==> src/design/sprc_pkg.sv <==
package sprc_pkg;

  // Receive and frame store depth in bytes
  localparam int BUFFER_BYTES = 256;
  localparam int ADDR_W       = $clog2(BUFFER_BYTES);
  localparam int SIZE_W       = $clog2(BUFFER_BYTES + 1);

  localparam logic [15:0] LEN_MIN = 16'd3;
  localparam logic [15:0] LEN_MAX = 16'(BUFFER_BYTES - 7);

  localparam logic [7:0]  HDR_FF   = 8'hFF;
  localparam logic [7:0]  HDR_FD   = 8'hFD;
  localparam logic [7:0]  HDR_00   = 8'h00;
  localparam logic [15:0] CRC_POLY = 16'h8005;

  localparam logic ACT_PUSH = 1'b0;
  localparam logic ACT_READ = 1'b1;

  typedef enum logic [2:0] {
    ST_INCOMPLETE = 3'd0,
    ST_HDR_ERR    = 3'd1,
    ST_LEN_ERR    = 3'd2,
    ST_CRC_ERR    = 3'd3,
    ST_FRAME_OK   = 3'd4,
    ST_READ       = 3'd5
  } status_t;

  // Result of one pushed byte, handed from the parser to the top level
  typedef struct packed {
    status_t             status;
    logic                commit;
    logic                we;
    logic [ADDR_W-1:0]   waddr;
    logic [7:0]          wdata;
    logic [7:0]          id;
    logic [7:0]          instr;
    logic [7:0]          plen;
    logic [SIZE_W-1:0]   size;
  } push_res_t;

  // Expected header byte at positions 0 to 3
  function automatic logic [7:0] hdr_byte(input logic [1:0] idx);
    logic [7:0] v;
    case (idx)
      2'd0:    v = HDR_FF;
      2'd1:    v = HDR_FF;
      2'd2:    v = HDR_FD;
      default: v = HDR_00;
    endcase
    return v;
  endfunction

  // One byte into the CRC-16, MSB first
  function automatic logic [15:0] crc_feed(input logic [15:0] crc, input logic [7:0] b);
    logic [15:0] c;
    c = crc ^ {b, 8'h00};
    for (int k = 0; k < 8; k++) begin
      if (c[15]) c = {c[14:0], 1'b0} ^ CRC_POLY;
      else       c = {c[14:0], 1'b0};
    end
    return c;
  endfunction

endpackage

==> src/design/sprc_ram.sv <==
module sprc_ram #(
  parameter int WIDTH = 8,
  parameter int DEPTH = 256
) (
  input  logic                     clk,
  input  logic                     we,
  input  logic [$clog2(DEPTH)-1:0] waddr,
  input  logic [WIDTH-1:0]         wdata,
  input  logic                     re,
  input  logic [$clog2(DEPTH)-1:0] raddr,
  output logic [WIDTH-1:0]         rdata
);

  logic [WIDTH-1:0] mem [DEPTH];

  // Write port and registered read port
  always_ff @(posedge clk) begin
    if (we) mem[waddr] <= wdata;
    if (re) rdata <= mem[raddr];
  end

endmodule

==> src/design/sprc_parser.sv <==
module sprc_parser (
  input  logic                clk,
  input  logic                rst,
  input  logic                push,
  input  logic [7:0]          rx_byte,
  output sprc_pkg::push_res_t res
);

  localparam int AW = sprc_pkg::ADDR_W;

  logic [AW-1:0] pos, pos_next;
  logic [AW-1:0] end_pos, end_pos_next;
  logic [15:0]   crc, crc_next;
  logic [15:0]   trail, trail_next;
  logic [7:0]    id_rx, id_rx_next;
  logic [7:0]    len_lo, len_lo_next;
  logic [7:0]    instr_rx, instr_rx_next;

  logic [15:0]   len_v;
  logic [15:0]   end_v;
  logic [15:0]   crc_v;
  logic [15:0]   trail_v;
  logic          len_ok;

  always_comb begin
    len_v   = {rx_byte, len_lo};
    end_v   = len_v + 16'd6;
    len_ok  = (len_v >= sprc_pkg::LEN_MIN) && (len_v <= sprc_pkg::LEN_MAX);
    crc_v   = (pos >= AW'(2)) ? sprc_pkg::crc_feed(crc, trail[15:8]) : crc;
    trail_v = {trail[7:0], rx_byte};

    pos_next      = pos;
    end_pos_next  = end_pos;
    crc_next      = crc;
    trail_next    = trail;
    id_rx_next    = id_rx;
    len_lo_next   = len_lo;
    instr_rx_next = instr_rx;

    res.status = sprc_pkg::ST_INCOMPLETE;
    res.commit = 1'b0;
    res.we     = 1'b0;
    res.waddr  = pos;
    res.wdata  = rx_byte;
    res.id     = id_rx;
    res.instr  = instr_rx;
    res.plen   = len_lo - 8'd3;
    res.size   = sprc_pkg::SIZE_W'(pos) + sprc_pkg::SIZE_W'(1);

    if (push) begin
      if (pos < AW'(4) && rx_byte != sprc_pkg::hdr_byte(pos[1:0])) begin
        // Drop the partial frame on a header mismatch
        res.status = sprc_pkg::ST_HDR_ERR;
        pos_next   = '0;
        crc_next   = '0;
        trail_next = '0;
      end else begin
        res.we = 1'b1;
        if (pos == AW'(4)) id_rx_next = rx_byte;
        if (pos == AW'(5)) len_lo_next = rx_byte;
        if (pos == AW'(7)) instr_rx_next = rx_byte;

        if (pos == AW'(6) && !len_ok) begin
          res.status = sprc_pkg::ST_LEN_ERR;
          pos_next   = '0;
          crc_next   = '0;
          trail_next = '0;
        end else if (pos > AW'(6) && pos == end_pos) begin
          // Last byte: check the trailing CRC, low byte first
          if ({rx_byte, trail[7:0]} == crc_v) begin
            res.status = sprc_pkg::ST_FRAME_OK;
            res.commit = 1'b1;
          end else begin
            res.status = sprc_pkg::ST_CRC_ERR;
          end
          pos_next   = '0;
          crc_next   = '0;
          trail_next = '0;
        end else begin
          if (pos == AW'(6)) end_pos_next = end_v[AW-1:0];
          pos_next   = pos + AW'(1);
          crc_next   = crc_v;
          trail_next = trail_v;
        end
      end
    end
  end

  // Hold receive state between bytes
  always_ff @(posedge clk) begin
    if (rst) begin
      pos     <= '0;
      end_pos <= '0;
      crc     <= '0;
      trail   <= '0;
    end else begin
      pos     <= pos_next;
      end_pos <= end_pos_next;
      crc     <= crc_next;
      trail   <= trail_next;
    end
    id_rx    <= id_rx_next;
    len_lo   <= len_lo_next;
    instr_rx <= instr_rx_next;
  end

endmodule

==> src/design/serial_packet_receiver_crc16.sv <==
// Serial packet receiver with CRC-16 check.
// Input channel (item_valid / item_stall): action 0 pushes rx_byte into the
// frame parser, action 1 reads byte read_index of the last good frame.
// A transfer happens when item_valid is high and item_stall is low.
// Output channel (result_valid / result_stall): one result per input
// transfer, carrying status and the id, instruction, parameter count and size
// of the last good frame.
// result_valid rises in the cycle after an input transfer; one item is
// taken every cycle while item_stall is low, the byte parser and the
// registered read of the frame store each finishing within that cycle.
// A good frame is never copied: the receive and frame stores are two banks
// that swap roles when the CRC matches.
// While result_stall is high the result is held and item_stall rises as soon
// as the result register is full; a new item is taken in the cycle the held
// result leaves.
// Reset clears the parser position and CRC state, result_valid and the stored
// frame size, so all frame fields read as zero until a good frame arrives.
module serial_packet_receiver_crc16 (
  input  logic       clk,
  input  logic       rst,
  input  logic       item_valid,
  output logic       item_stall,
  input  logic       action,
  input  logic [7:0] rx_byte,
  input  logic [7:0] read_index,
  output logic       result_valid,
  input  logic       result_stall,
  output logic [2:0] status,
  output logic [7:0] frame_id,
  output logic [7:0] instruction,
  output logic [7:0] param_count,
  output logic [8:0] frame_size,
  output logic [7:0] read_data
);

  localparam int AW = sprc_pkg::ADDR_W;
  localparam int SW = sprc_pkg::SIZE_W;

  logic                item_acc;
  logic                push;
  logic                rd_en;
  sprc_pkg::push_res_t res;

  logic                frame_bank;
  logic [SW-1:0]       stored_size;
  logic [7:0]          stored_id;
  logic [7:0]          stored_instr;
  logic [7:0]          stored_plen;
  sprc_pkg::status_t   status_q;
  logic                rd_ok;
  logic                rd_bank;

  logic [15:0]         ridx_ext;
  logic [15:0]         size_ext;
  logic [AW-1:0]       raddr;
  logic [7:0]          q0, q1;
  logic                has_frame;

  assign item_stall = result_valid && result_stall;
  assign item_acc   = item_valid && !item_stall;
  assign push       = item_acc && (action == sprc_pkg::ACT_PUSH);
  assign rd_en      = item_acc && (action == sprc_pkg::ACT_READ);
  assign ridx_ext   = {8'h00, read_index};
  assign size_ext   = 16'(stored_size);
  assign raddr      = ridx_ext[AW-1:0];
  assign has_frame  = (stored_size != '0);

  sprc_parser u_parser (
    .clk     (clk),
    .rst     (rst),
    .push    (push),
    .rx_byte (rx_byte),
    .res     (res)
  );

  // Bank 0 and bank 1: one receives, the other holds the last good frame
  sprc_ram #(.WIDTH(8), .DEPTH(sprc_pkg::BUFFER_BYTES)) u_bank0 (
    .clk   (clk),
    .we    (res.we && frame_bank),
    .waddr (res.waddr),
    .wdata (res.wdata),
    .re    (rd_en),
    .raddr (raddr),
    .rdata (q0)
  );

  sprc_ram #(.WIDTH(8), .DEPTH(sprc_pkg::BUFFER_BYTES)) u_bank1 (
    .clk   (clk),
    .we    (res.we && !frame_bank),
    .waddr (res.waddr),
    .wdata (res.wdata),
    .re    (rd_en),
    .raddr (raddr),
    .rdata (q1)
  );

  // Swap banks and latch frame fields on a good frame
  always_ff @(posedge clk) begin
    if (rst) begin
      frame_bank  <= 1'b0;
      stored_size <= '0;
    end else if (res.commit) begin
      frame_bank  <= !frame_bank;
      stored_size <= res.size;
    end
    if (res.commit) begin
      stored_id    <= res.id;
      stored_instr <= res.instr;
      stored_plen  <= res.plen;
    end
  end

  // Result register: advance on transfer, hold while stalled
  always_ff @(posedge clk) begin
    if (rst) begin
      result_valid <= 1'b0;
    end else if (item_acc) begin
      result_valid <= 1'b1;
    end else if (!result_stall) begin
      result_valid <= 1'b0;
    end
    if (item_acc) begin
      status_q <= rd_en ? sprc_pkg::ST_READ : res.status;
      rd_ok    <= rd_en && (ridx_ext < size_ext);
      rd_bank  <= frame_bank;
    end
  end

  assign status      = status_q;
  assign frame_id    = has_frame ? stored_id : 8'h00;
  assign instruction = has_frame ? stored_instr : 8'h00;
  assign param_count = has_frame ? stored_plen : 8'h00;
  assign frame_size  = size_ext[8:0];
  assign read_data   = !rd_ok ? 8'h00 : (rd_bank ? q1 : q0);

endmodule
==> config.mk <==
export PLATFORM = sky130hd
export DESIGN_NAME = serial_packet_receiver_crc16
export DESIGN_NICKNAME = d
export VERILOG_FILES = /design/src/design/sprc_pkg.sv /design/src/design/sprc_ram.sv /design/src/design/sprc_parser.sv /design/src/design/serial_packet_receiver_crc16.sv
export SDC_FILE = /design/constraint.sdc
export NUM_CORES = 2
export LEC_CHECK = 0
export BUFFER_PORTS_ARGS = -buffer_cell sky130_fd_sc_hd__buf_2
export CORE_MARGIN = 5
export CORE_UTILIZATION = 55
export CTS_CLUSTER_DIAMETER = 30
export DETAILED_ROUTE_END_ITERATION = 16
export PLACE_DENSITY = 0.77
export SYNTH_ARGS = -nofsm -noshare
export SYNTH_HDL_FRONTEND = slang
export SYNTH_SLANG_ARGS = --single-unit
==> constraint.sdc <==
create_clock -name clk -period 10.1 [get_ports clk]
set_input_delay 1.01 -clock clk [delete_from_list [all_inputs] [get_ports clk]]
set_output_delay 1.01 -clock clk [all_outputs]
set_load 0.03 [all_outputs]
==> results.json <==
{
  "status": "finished, violations left",
  "violations": "max-capacitance violations",
  "crit_slowest_cell": "nor2_1",
  "synth_area_sq_um": 164000,
  "areaGrowthSynthToFinish_pct": 16.6,
  "core-area_sq_um": 297000,
  "ys_warn_count": 0,
  "syn_nets": 7027,
  "cp-start-kind": "register",
  "worstSetupPathType": "register to register",
  "hpwl_mm": 231,
  "drive_gt1_share_pct": 33.9,
  "crit_path_frequent_cell": "nor2_1",
  "synth_top_area_share_pct": 76.4,
  "pwr-share-comb_pct": 3.9,
  "irDropWorstVdd_v": 0.000176,
  "fin_nets": 7444,
  "yosysTopAreaCell": "edfxtp_1",
  "hold_path_class": "input port to register",
  "die_w_microns": 555,
  "drtIter0Drc": 14600,
  "max_freq_ghz": 0.167,
  "synth_enable_flop_cells": 4165,
  "seqPwrFrac_pct": 44.1,
  "required_ns": 10.76,
  "cts_tree": "yes",
  "setup_viol": 0,
  "grt_overflow": 0,
  "via_per_inst": 7.06,
  "gp_congestion": 0.862,
  "wl_per_cell_microns": 39.3,
  "ys_types": 61,
  "max_slew_margin_pct": 0.0317,
  "rsz0062_at_grt": "no",
  "p_clk_share_pct": 52.0,
  "dieArea_sq_um": 309000,
  "initial_core_util_pct": 55.2,
  "dpl_cell_area_sq_um": 169000,
  "grt_pass1_vias": 85600,
  "cts_setup_buffers": 0,
  "drc_errors": 0,
  "crit_family": "simple AND/OR/NAND/NOR gates",
  "power.switching_mw": 10.2,
  "antenna_found_initial": 31,
  "synthFlopType": "edfxtp_1",
  "swShare_pct": 23.5,
  "tightest_slew_ns": 1.50,
  "cts_buffers": 637,
  "fin_crit_sh_pct": 59.4,
  "p_leak_nw": 59.6,
  "cts-htree-levels": 6,
  "grt_max_degree": 176,
  "io_buffer_count": 66,
  "end_kind": "register",
  "grt_pass1_wl_mm": 664,
  "p_int_mw": 33.4,
  "cts_resized": 0,
  "hold_violations": 0,
  "synth_area_leaders": "edfxtp_1 (76%), mux4_2 (19%), nor2_1 (1.3%), dfxtp_1 (0.72%), clkbuf_1 (0.61%)",
  "clkLatencyLatePin_ns": 1.05,
  "multi_input_area_sq_um": 35700,
  "vias": 84100,
  "ant_nets": 0,
  "clockBufferDepth": 4,
  "path_cells": "ha_1 > buf_4 > nor4bb_1 > o21ai_1 > and3_1 > nor2_1 > nand2_1 > nor3b_1 > nand2_2 > nor2_1",
  "ctsHoldBuffers": 0,
  "finalSetupTns_ns": 0,
  "ios": 67,
  "clock-sinks": 4224,
  "row_count": 200,
  "worst-path-max-fanout": 16,
  "critPathBufInv": 1,
  "wl_mm": 468,
  "seq_area_frac_synth_pct": 77.2,
  "final_max_slew_viol_count": 0,
  "clkTransAtPathRegs_ns": 0.06,
  "finClkSkew_ns": 0.0840,
  "min_period_ns": 6.00,
  "cp.arrival_ns": 6.66,
  "globalRouteTotalUtil_pct": 30.3,
  "synthCells": 6990,
  "synthArstFlopShare_pct": 0,
  "cts-root-buf": "clkbuf_16",
  "fp.dieH_microns": 555,
  "final_cell_area_sq_um": 191000,
  "power_density_nw_per_um2": 229,
  "ys_ff_latch": 4224,
  "drt_first_pass_iters": 6,
  "slowest_delay_ns": 1.06,
  "drv_cap": 1,
  "nFillCells": 17100,
  "postSynthAreaPerCell_sq_um": 23.4,
  "regArea_sq_um": 126000
}
[synthesized netlist by cell type (all sizes together) (9+ instances only)]
master  instances
a22oi          30
and2           26
dfxtp          59
nor2          582
and3            9
inv            25
mux2i          16
xor2           22
clkbuf        264
edfxtp       4165
mux4         1360
nor3           17
buf           163
a21oi          14
xnor2          34
nor4           11
nor2b          14
ha             16
nand2          47
a21o            9
o21ai          12
a211oi         13
nand3          29
[power by group through the flow]
stage	Clock [mW]	Sequential (mW)	Combinational, mW
final	22.7	19.3	1.71
after global routing	23.7	19.3	1.75
after CTS	22.8	19.3	1.70
after detailed placement	0	19.6	1.63
after global placement	0	19.6	1.59
after floorplan	0	19.6	0.886
[layout by cell type, fill, tap and decap left out, drive strengths merged, types with 3 or more instances in the layout]
master,n
a211oi,13
a21o,9
a21oi,14
a22oi,30
a2bb2oi,6
and2,26
and3,9
buf,205
bufinv,60
clkbuf,688
clkinv,240
clkinvlp,65
dfxtp,59
diode,26
edfxtp,4165
ha,16
inv,153
mux2i,16
mux4,1360
nand2,47
nand3,29
nand3b,3
nand4,7
nor2,582
nor2b,14
nor3,17
nor3b,3
nor4,11
o21ai,12
or3,4
or4,4
xnor2,34
xor2,22
[state kept, by name (all words and copies together) (netlist names)]
name / flops
u_parser.instr_rx: 8
u_parser.pos: 8
rd_ok: 1
u_bank0.rdata: 8
u_bank0.mem: 2048
u_parser.crc: 16
result_valid: 1
u_parser.id_rx: 8
u_parser.len_lo: 8
rd_bank: 1
frame_bank: 1
stored_instr: 8
frame_size: 9
stored_plen: 8
u_bank1.rdata: 8
status: 3
u_bank1.mem: 2048
u_parser.end_pos: 8
u_parser.trail: 16
stored_id: 8
[logic make-up after synthesis]
family          after synthesis  synth area share [%]
flops                      4224                  77.2
mux                        1377                  18.8
simple gates                762                  1.98
buf+inv                     452                  1.15
compound gates              100                 0.437
xor+xnor                     59                 0.342
fa+ha+maj                    16                 0.122
[through the flow]
stage	hold WS, ns	power, mW	setup slack (ns)	util, %	cells
final	0.224	43.7	4.10	64.4	11900
after global routing	0.208	44.7	4.15	64.3	11900
after CTS	0.166	43.7	4.35	64.3	11900
after detailed placement	0.406	21.3	3.86	56.9	10700
after global placement	0.403	21.2	3.88	56.9	10700
after floorplan	0.400	20.5	6.06	-	6990
[worst reg2reg max path: stages (launching register included)]
cell	delay (ns)
dfxtp_1	0.61
ha_1	0.25
buf_4	0.38
nor4bb_1	0.28
o21ai_1	0.15
and3_1	0.25
nor2_1	0.34
nand2_1	0.34
nor3b_1	0.98
nand2_2	0.96
nor2_1	1.08
[metal layers]
layer / routed length (microns) / up-vias / global-route usage [%]
met5: 95 / - / 0
met3: 59600 / 1308 / 8.34
met2: 229000 / 7938 / 48.1
li1: - / 30800 / -
met1: 155000 / 44000 / 39.6
met4: 24800 / 16 / 14.1
[cell type report]
| type | instances | share of cell area [%] |
|---|---|---|
| Clock inverter | 493 | 3.06 |
| Inverter | 25 | 0.0492 |
| Tap cell | 3939 | 2.58 |
| Sequential cell | 4224 | 66.2 |
| Clock buffer | 688 | 8.49 |
| Timing Repair Buffer | 205 | 0.921 |
| Antenna cell | 26 | 0.0341 |
| Multi-Input combinational cell | 2314 | 18.7 |
[worst paths after layout]
check                        from            endpoint  slack [ns]  cells past startpoint
max reg2reg       u_parser.pos[1]  u_bank1.mem[10][5]        4.10                     10
min reg2reg  u_parser.instr_rx[7]     stored_instr[7]        0.42                      0
min                    item_valid        result_valid        0.22                      3
max               u_parser.pos[1]  u_bank1.mem[10][5]        4.10                     10
No activity file was read; power rests on OpenSTA's default activity.
